File: config.mk
export PLATFORM = sky130hd
export DESIGN_NAME = debounced_speed_panel
export DESIGN_NICKNAME = d
export VERILOG_FILES = /design/src/rtl/dsp_pkg.sv /design/src/rtl/dsp_front.sv /design/src/rtl/dsp_queue.sv /design/src/rtl/dsp_back.sv /design/src/rtl/debounced_speed_panel.sv
export SDC_FILE = /design/constraint.sdc
export NUM_CORES = 1
export LEC_CHECK = 0
export BUFFER_PORTS_ARGS = -buffer_cell sky130_fd_sc_hd__buf_4
export CORE_MARGIN = 2
export CORE_UTILIZATION = 25
export CTS_BUF_LIST = sky130_fd_sc_hd__clkbuf_8
export DETAILED_ROUTE_END_ITERATION = 10
export SKIP_LAST_GASP = 1
export SYNTH_ARGS = -nofsm -noshare
export SYNTH_HDL_FRONTEND = slang
export SYNTH_SLANG_ARGS = --single-unit
File: constraint.sdc
create_clock -name clk -period 12.3 [get_ports clk]
set_clock_uncertainty 0.1 [all_clocks]
set_input_delay 0.615 -clock clk [delete_from_list [all_inputs] [get_ports clk]]
set_output_delay 0.615 -clock clk [all_outputs]
set_load 0.01 [all_outputs]
File: src/rtl/dsp_pkg.sv
// ----------------------------------------------------------------------------
// dsp_pkg
// Shared types and constants of the debounced speed panel.
// ----------------------------------------------------------------------------
package dsp_pkg;

  localparam int COUNT_BITS_DEFAULT = 16;
  localparam int SPEED_BITS = 13;
  localparam int BUTTONS = 4;

  localparam int DEBOUNCE_BITS = 16;
  localparam int STEP_BITS = 8;
  localparam int LIMIT_BITS = 12;

  localparam logic [DEBOUNCE_BITS-1:0] DEBOUNCE_RESET = DEBOUNCE_BITS'(50);
  localparam logic [STEP_BITS-1:0] STEP_RESET = STEP_BITS'(10);
  localparam logic [LIMIT_BITS-1:0] LIMIT_RESET = LIMIT_BITS'(800);
  localparam logic signed [SPEED_BITS-1:0] SPEED_RESET = SPEED_BITS'(200);

  localparam int ADDR_BITS = 4;
  localparam int DATA_BITS = 32;

  typedef enum logic [1:0] {
    REG_DEBOUNCE = 2'd0,
    REG_STEP     = 2'd1,
    REG_LIMIT    = 2'd2
  } reg_index_t;

  typedef enum logic [1:0] {
    MODE_UNSET = 2'd0,
    MODE_STAR  = 2'd1,
    MODE_MOON  = 2'd2
  } mode_t;

  // button order within a vector
  localparam int BTN_REVERSE = 0;
  localparam int BTN_ENABLE  = 1;
  localparam int BTN_SLOWER  = 2;
  localparam int BTN_FASTER  = 3;

  typedef struct packed {
    logic reverse_level;
    logic enable_level;
    logic slower_level;
    logic faster_level;
    logic switch_level;
  } request_t;

  typedef struct packed {
    logic signed [SPEED_BITS-1:0] motor_speed;
    logic                         motor_on;
    logic [1:0]                   tracking_mode;
    logic                         slot_saved;
    logic                         mode_loaded;
  } result_t;

  // classified tick handed from front to back
  typedef struct packed {
    logic               switch_settled;
    logic               switch_level;
    logic [BUTTONS-1:0] press;
  } event_t;

endpackage

File: src/rtl/dsp_front.sv
// ----------------------------------------------------------------------------
// dsp_front
// Debounces the button and switch levels of each tick and classifies the
// tick into press edges and a settled switch level.
// ----------------------------------------------------------------------------
module dsp_front
  import dsp_pkg::*;
#(
  parameter int COUNT_BITS = COUNT_BITS_DEFAULT
) (
  input  logic                     clk,
  input  logic                     rst,
  input  logic                     accept,
  input  request_t                 req,
  input  logic [DEBOUNCE_BITS-1:0] debounce_ticks,
  output event_t                   evt
);

  localparam int LINES = BUTTONS + 1;
  localparam int CMP_W = (COUNT_BITS > DEBOUNCE_BITS) ? COUNT_BITS : DEBOUNCE_BITS;
  localparam logic [COUNT_BITS-1:0] COUNT_MAX = '1;

  logic [LINES-1:0]      last_raw;
  logic [COUNT_BITS-1:0] count [LINES];
  logic [BUTTONS-1:0]    stable;

  logic [LINES-1:0]      level;
  logic [LINES-1:0]      settled;
  logic [COUNT_BITS-1:0] count_next [LINES];
  logic [BUTTONS-1:0]    stable_next;

  assign level = {req.switch_level, req.faster_level, req.slower_level,
                  req.enable_level, req.reverse_level};

  always_comb begin
    for (int i = 0; i < LINES; i++) begin
      if (level[i] != last_raw[i]) begin
        count_next[i] = '0;
      end else if (count[i] != COUNT_MAX) begin
        count_next[i] = count[i] + 1'b1;
      end else begin
        count_next[i] = count[i];
      end
      settled[i] = CMP_W'(count_next[i]) > CMP_W'(debounce_ticks);
    end
    for (int i = 0; i < BUTTONS; i++) begin
      stable_next[i] = stable[i];
      evt.press[i] = 1'b0;
      if (settled[i] && level[i] != stable[i]) begin
        stable_next[i] = level[i];
        evt.press[i] = !level[i];
      end
    end
    evt.switch_settled = settled[BUTTONS];
    evt.switch_level = level[BUTTONS];
  end

  always_ff @(posedge clk) begin
    if (rst) begin
      last_raw <= '1;
      stable <= '0;
      for (int i = 0; i < LINES; i++) begin
        count[i] <= '0;
      end
    end else if (accept) begin
      last_raw <= level;
      stable <= stable_next;
      for (int i = 0; i < LINES; i++) begin
        count[i] <= count_next[i];
      end
    end
  end

endmodule

File: src/rtl/dsp_queue.sv
// ----------------------------------------------------------------------------
// dsp_queue
// Two-entry queue of classified ticks between front and back.
// ----------------------------------------------------------------------------
module dsp_queue
  import dsp_pkg::*;
(
  input  logic   clk,
  input  logic   rst,
  input  logic   push,
  input  event_t push_data,
  input  logic   pop,
  output event_t pop_data,
  output logic   full,
  output logic   empty
);

  event_t     entry [2];
  logic       wr_ptr;
  logic       rd_ptr;
  logic [1:0] fill;

  assign full = fill == 2'd2;
  assign empty = fill == 2'd0;
  assign pop_data = entry[rd_ptr];

  always_ff @(posedge clk) begin
    if (push) begin
      entry[wr_ptr] <= push_data;
    end
  end

  always_ff @(posedge clk) begin
    if (rst) begin
      wr_ptr <= 1'b0;
      rd_ptr <= 1'b0;
      fill <= 2'd0;
    end else begin
      if (push) begin
        wr_ptr <= !wr_ptr;
      end
      if (pop) begin
        rd_ptr <= !rd_ptr;
      end
      case ({push, pop})
        2'b10:   fill <= fill + 2'd1;
        2'b01:   fill <= fill - 2'd1;
        default: fill <= fill;
      endcase
    end
  end

endmodule

File: src/rtl/dsp_back.sv
// ----------------------------------------------------------------------------
// dsp_back
// Applies classified ticks to mode, speed, slots and enable, and holds the
// result in an output register.
// ----------------------------------------------------------------------------
module dsp_back
  import dsp_pkg::*;
(
  input  logic                  clk,
  input  logic                  rst,
  input  logic                  evt_valid,
  input  event_t                evt,
  output logic                  evt_pop,
  input  logic [STEP_BITS-1:0]  speed_step,
  input  logic [LIMIT_BITS-1:0] speed_limit,
  output logic                  res_valid,
  input  logic                  res_ready,
  output result_t               res_data
);

  localparam int W = SPEED_BITS + 2;

  mode_t                        mode;
  logic signed [SPEED_BITS-1:0] speed;
  logic signed [SPEED_BITS-1:0] slots [2];
  logic                         enabled;

  mode_t                        mode_next;
  logic                         loaded;
  logic                         saved;
  logic                         slot_idx;
  logic signed [W-1:0]          s0;
  logic signed [W-1:0]          s1;
  logic signed [W-1:0]          s2;
  logic signed [W-1:0]          s3;
  logic signed [W-1:0]          v2;
  logic signed [W-1:0]          v3;
  logic signed [W-1:0]          step_w;
  logic signed [W-1:0]          lim_w;
  logic signed [SPEED_BITS-1:0] speed_next;
  logic                         enabled_next;

  assign evt_pop = evt_valid && (!res_valid || res_ready);
  assign step_w = W'(speed_step);
  assign lim_w = W'(speed_limit);

  always_comb begin
    mode_next = mode;
    loaded = 1'b0;
    if (evt.switch_settled) begin
      if (evt.switch_level && mode != MODE_MOON) begin
        mode_next = MODE_MOON;
        loaded = 1'b1;
      end else if (!evt.switch_level && mode != MODE_STAR) begin
        mode_next = MODE_STAR;
        loaded = 1'b1;
      end
    end
    slot_idx = mode_next == MODE_MOON;
    s0 = loaded ? W'(slots[slot_idx]) : W'(speed);
    s1 = evt.press[BTN_REVERSE] ? -s0 : s0;

    // slower: toward zero
    if (s1 >= 0) begin
      v2 = s1 - step_w;
      s2 = (v2 < 0) ? '0 : v2;
    end else begin
      v2 = s1 + step_w;
      s2 = (v2 > 0) ? '0 : v2;
    end
    if (!evt.press[BTN_SLOWER]) begin
      s2 = s1;
    end

    // faster: away from zero, limited
    if (s2 >= 0) begin
      v3 = s2 + step_w;
      s3 = (v3 > lim_w) ? lim_w : v3;
    end else begin
      v3 = s2 - step_w;
      s3 = (v3 < -lim_w) ? -lim_w : v3;
    end
    if (!evt.press[BTN_FASTER]) begin
      s3 = s2;
    end

    speed_next = s3[SPEED_BITS-1:0];
    saved = evt.press[BTN_REVERSE] || evt.press[BTN_SLOWER] || evt.press[BTN_FASTER];
    enabled_next = enabled ^ evt.press[BTN_ENABLE];
  end

  always_ff @(posedge clk) begin
    if (rst) begin
      mode <= MODE_UNSET;
      speed <= SPEED_RESET;
      slots[0] <= SPEED_RESET;
      slots[1] <= SPEED_RESET;
      enabled <= 1'b0;
      res_valid <= 1'b0;
    end else begin
      if (evt_pop) begin
        mode <= mode_next;
        speed <= speed_next;
        enabled <= enabled_next;
        if (saved) begin
          slots[slot_idx] <= speed_next;
        end
        res_valid <= 1'b1;
      end else if (res_ready) begin
        res_valid <= 1'b0;
      end
    end
  end

  always_ff @(posedge clk) begin
    if (evt_pop) begin
      res_data.motor_speed <= speed_next;
      res_data.motor_on <= enabled_next;
      res_data.tracking_mode <= mode_next;
      res_data.slot_saved <= saved;
      res_data.mode_loaded <= loaded;
    end
  end

endmodule

File: src/rtl/debounced_speed_panel.sv
// ----------------------------------------------------------------------------
// debounced_speed_panel
// Button and mode switch panel of a tracking motor drive: debounces the
// raw levels and keeps speed, direction, enable and per-mode speed slots.
//
// One request is one millisecond tick with the raw levels of the reverse,
// enable, slower and faster buttons (low when pressed) and the mode switch.
// Every request gives exactly one result: signed speed, motor enable,
// tracking mode and flags for a slot write and a mode load.
// Requests are taken with valid/ready on req_*, results leave on res_*.
// A request is registered in the queue and its result in the output register,
// and one request per cycle is sustained while the receiver takes results;
// the debounce front and the speed back are parted by a two-entry queue and
// the result sits in an output register. When the receiver stalls, the
// output register holds, the queue fills and req_ready drops once both
// entries are taken. Reset clears the queue, sets the registers to debounce
// 50, step 10 and limit 800, the speed and both slots to 200, mode unset and
// motor off. The user must write the registers over the APB port only while
// no request is in flight; the block itself does not enforce this.
// ----------------------------------------------------------------------------
module debounced_speed_panel
  import dsp_pkg::*;
#(
  parameter int COUNT_BITS = COUNT_BITS_DEFAULT
) (
  input  logic                 clk,
  input  logic                 rst,
  input  logic                 req_valid,
  output logic                 req_ready,
  input  request_t             req_data,
  output logic                 res_valid,
  input  logic                 res_ready,
  output result_t              res_data,
  input  logic                 psel,
  input  logic                 penable,
  input  logic                 pwrite,
  input  logic [ADDR_BITS-1:0] paddr,
  input  logic [DATA_BITS-1:0] pwdata,
  output logic [DATA_BITS-1:0] prdata,
  output logic                 pready
);

  logic [DEBOUNCE_BITS-1:0] debounce_ticks;
  logic [STEP_BITS-1:0]     speed_step;
  logic [LIMIT_BITS-1:0]    speed_limit;

  logic       reg_write;
  logic [1:0] reg_sel;

  logic   accept;
  event_t front_evt;
  event_t queue_evt;
  logic   queue_full;
  logic   queue_empty;
  logic   evt_pop;

  assign pready = 1'b1;
  assign reg_sel = paddr[3:2];
  assign reg_write = psel && penable && pwrite && pready;

  always_ff @(posedge clk) begin
    if (rst) begin
      debounce_ticks <= DEBOUNCE_RESET;
      speed_step <= STEP_RESET;
      speed_limit <= LIMIT_RESET;
    end else if (reg_write) begin
      unique case (reg_sel)
        REG_DEBOUNCE: debounce_ticks <= pwdata[DEBOUNCE_BITS-1:0];
        REG_STEP:     speed_step <= pwdata[STEP_BITS-1:0];
        REG_LIMIT:    speed_limit <= pwdata[LIMIT_BITS-1:0];
        default:      ;
      endcase
    end
  end

  always_comb begin
    unique case (reg_sel)
      REG_DEBOUNCE: prdata = DATA_BITS'(debounce_ticks);
      REG_STEP:     prdata = DATA_BITS'(speed_step);
      REG_LIMIT:    prdata = DATA_BITS'(speed_limit);
      default:      prdata = '0;
    endcase
  end

  assign req_ready = !queue_full;
  assign accept = req_valid && req_ready;

  dsp_front #(
    .COUNT_BITS(COUNT_BITS)
  ) u_front (
    .clk           (clk),
    .rst           (rst),
    .accept        (accept),
    .req           (req_data),
    .debounce_ticks(debounce_ticks),
    .evt           (front_evt)
  );

  dsp_queue u_queue (
    .clk      (clk),
    .rst      (rst),
    .push     (accept),
    .push_data(front_evt),
    .pop      (evt_pop),
    .pop_data (queue_evt),
    .full     (queue_full),
    .empty    (queue_empty)
  );

  dsp_back u_back (
    .clk        (clk),
    .rst        (rst),
    .evt_valid  (!queue_empty),
    .evt        (queue_evt),
    .evt_pop    (evt_pop),
    .speed_step (speed_step),
    .speed_limit(speed_limit),
    .res_valid  (res_valid),
    .res_ready  (res_ready),
    .res_data   (res_data)
  );

endmodule

==> results.md <==
- Result of the run: finished clean
- Detail Placement HPWL: 34.9 mm
- Most common cell in the netlist: sky130_fd_sc_hd__nor2_1
- Number of cell rows: 92
- Via density per instance: between 4 and 5
- Count of pins on the block boundary: 101
- P per Cell Area: roughly 290 nW/um^2
- Cell types with the largest area share after synthesis: sky130_fd_sc_hd__edfxtp_1, sky130_fd_sc_hd__ha_1, sky130_fd_sc_hd__dfxtp_1, sky130_fd_sc_hd__nor2_1, sky130_fd_sc_hd__nand2_1
- Internal power of the cells: 2620 uW
- Number of antenna-violating nets in the routed design: 0
- Final-stage net count: 2066
- Delay of the slowest cell on the worst path: 0.64 ns
- Netlist cell types: 94
- Number of hold violations in the final report: 0
- Total global routing overflow: 0
- Count of final setup violators: 0
- Number of standard cells in the final layout excluding fillers: between 2k and 3k
- CTS tree: built
- Maximum vdd ir drop: around 0.00013 V
- Clock Path Buffers: 3
- Fraction of power consumed by sequential logic: 19.4%
- Skew-Pair Late Insertion Delay: 0.58 ns
- Detailed-router iteration count before antenna repair: 7
- Post-synth EDFFs: ~140
- Gates resized, CTS repair: 0
- Count of buffers added by post-CTS timing repair for setup: 0
- Cell accounting for the most synthesized area: sky130_fd_sc_hd__edfxtp_1
- WL final: approximately 47 mm
- Transition time of the tightest slew-check pin: 1.15 ns
- Placer Congestion: 0.901
- Total standard cell area after synthesis: ~16000 um^2
- Required time at the worst-slack endpoint: 12.53 ns
- Clock H-tree levels: 2
- Met2 GRT Util: between 20% and 30%
- Die span in y: 257 um
- Final critical-path required period: 11.01 ns
- Number of sinks on the clock net: 203
- Peak Freq: about 0.09 GHz
- Via count of the first global-routing pass: ~13k
- Final-layout setup total negative slack: 0 ns
- Antenna violations before repair: 1
- Cells after Synth: 1813
- Type of the worst setup path: reg -> reg
- Leak Pwr: 0.00695 uW
- Period Utilization, post-route: 89.5%
- Proportion of power drawn by combinational gates: 67.9%
- Max Transition Viols Final: 0
- Largest fanout on the critical path: 17
- GRT Util Overall: 13.8%
- Number of buffers added by the clock tree synthesis step: 37
- Via Count: 13.6k
- Die area: 65900 um^2
- Most heavily used metal layer in global routing: met2
- Synth cell count leaders: sky130_fd_sc_hd__nor2_1, sky130_fd_sc_hd__nand2_1, sky130_fd_sc_hd__ha_1
- Post-layout instance area: roughly 18000 um^2
- Sw Ratio: between 40 and 50%
- Share of synthesized area occupied by flip-flops and latches: between 30% and 40%
- Mapped Avg Cell Area: 8.81 um^2
- Initial Utilization: 25.3%
- Number of buffer cells added on primary ports: 65
- Worst endpoint data arrival time: 11.24 ns
- Unrepaired setup endpoints after global routing: no
- Clock power share: 12.8%
- Setup crit end kind: flop
- Maximum number of pins on one net before global-route repair: 81
- Synth warn: 0
- Primary FF master, synth: sky130_fd_sc_hd__edfxtp_1
- Clock input transition at the sequential cells of the worst setup and hold paths: 0.06 ns
- Placeable Area: 63100 um^2
- Met3 demand-to-capacity share in global routing: 1.79%
- Register bit count reported by yosys: 203
- First-pass GRT wire length: 73.0 mm
- Horizontal die dimension: 257 um
- Launching element type of the critical path: flop
- Worst hold path type: in -> reg
- Number of violations reported at the end of detailed-routing iteration 0: 872
- Synth-to-layout area growth: 13.5%
- Share of the synthesized area in the top cell type: about a quarter
- Share of final-layout standard cells stronger than drive strength 1: 11.1%
- Placed Area: 17400 um^2
- Root buffer selected by CTS: sky130_fd_sc_hd__clkbuf_8
- Most Frequent Cell on Critical Path: sky130_fd_sc_hd__nor2_1
- Post-DR wirelength/cell: 17.0 um
- Placed cell count: 2673
- Async set-reset flop share out of synthesis: 0%
- Max-capacitance violation count: 0
- Number of design rule violations left after detail routing: 0
- Met1 Track Usage GR: 17.9%
- Worst slew margin relative to its limit: 23.5%
- Hold-fix buffers at CTS: 0
- Slowest cell on crit path: sky130_fd_sc_hd__dfxtp_1
- Switching Power: 2570 uW
-- power by group through the flow --
stage	combinational (uW)	clock (uW)	sequential [uW]
2_1_floorplan	2560	0	1000
3_3_place_gp	3410	0	1010
3_5_place_dp	3470	0	1020
4_1_cts	3490	683	1010
5_1_grt	3890	710	1020
6_report	3520	663	1000
-- worst paths after layout --
kind | depth (start not counted) | start | endpoint | slack [ns]
worst max register to register | 46 | flop | u_back.slots[0][7] | 1.29
worst max-delay path | 46 | flop | u_back.slots[0][7] | 1.29
worst min-delay path | 2 | pwdata[8] | speed_limit[8] | 0.17
worst min register to register | 2 | debounce_ticks[14] | debounce_ticks[14] | 0.36
-- metrics by stage --
step / utilization [%] / power, uW / setup WS, ns / hold slack (ns)
after floorplan: - / 3560 / 3.51 / 0.336
final: 28.7 / 5190 / 1.29 / 0.172
after global placement: 27.5 / 4430 / 1.57 / 0.345
after detailed placement: 27.5 / 4490 / 1.39 / 0.351
after CTS: 28.7 / 5180 / 1.36 / 0.134
after global routing: 28.7 / 5620 / 0.381 / 0.146
-- cells in the final DEF (no fill, tap or decap), types with 19 or more instances in the layout --
| cell type | n |
|---|---|
| sky130_fd_sc_hd__nor2_1 | 189 |
| sky130_fd_sc_hd__xnor2_1 | 56 |
| sky130_fd_sc_hd__xor2_1 | 58 |
| sky130_fd_sc_hd__dfxtp_1 | 67 |
| sky130_fd_sc_hd__inv_1 | 91 |
| sky130_fd_sc_hd__nor2b_1 | 38 |
| sky130_fd_sc_hd__a21oi_1 | 101 |
| sky130_fd_sc_hd__buf_4 | 89 |
| sky130_fd_sc_hd__o21ai_0 | 73 |
| sky130_fd_sc_hd__mux2i_1 | 49 |
| sky130_fd_sc_hd__clkbuf_8 | 47 |
| sky130_fd_sc_hd__nand2_1 | 160 |
| sky130_fd_sc_hd__nand2b_1 | 41 |
| sky130_fd_sc_hd__nand4_1 | 43 |
| sky130_fd_sc_hd__and3_1 | 19 |
| sky130_fd_sc_hd__nor3_1 | 112 |
| sky130_fd_sc_hd__edfxtp_1 | 136 |
| sky130_fd_sc_hd__nand3_1 | 63 |
| sky130_fd_sc_hd__ha_1 | 148 |
-- sequential cells by signal, summed over array words and instances, names as in the netlist, 4 cells and up, named ones only --
signal	flops
u_queue.entry	12
u_front.count	80
debounce_ticks	16
speed_step	8
u_back.speed	13
speed_limit	12
u_front.stable	4
u_back.slots	26
u_back.res_data	18
u_front.last_raw	5
-- final cells by class --
class / instances / area [um^2]
antenna: 1 / 2.50
fill: 6753 / 45000
clock buffer: 47 / 647
inverter: 81 / 304
clock inverter: 19 / 108
timing repair buffer: 90 / 688
tap: 846 / 1060
sequential: 203 / 5430
multi-input combinational: 1453 / 9890
-- worst max-delay path, delay by kind of cell, from the launching register on --
family,cells,cell delay [ns]
AOI/OAI and AO/OA,14,3.26
xor gates and xnor gates,2,0.65
adders and majority gates,5,1.42
buffers and inverters,5,0.89
DFF,1,0.64
muxes,4,0.99
and+or+nand+nor,16,2.78
-- cells by family after synthesis --
kind of cell | share of synthesized area (%)
other | 0.0470
multiplexers | 4.24
AND/OR/NAND/NOR | 23.2
AO/OA/AOI/OAI | 15.2
buffers and inverters | 4.66
adder cells (fa/ha/maj) | 12.1
XOR/XNOR | 6.62
flip-flops | 34.0
-- routing by layer --
metal  up-vias  part of all wire (%)
met5         -                     0
met3        80                   4.7
li1       6644                     -
met4         0                   3.0
met1      6505                    44
met2       385                    48
No activity file was read; power rests on OpenSTA's default activity.
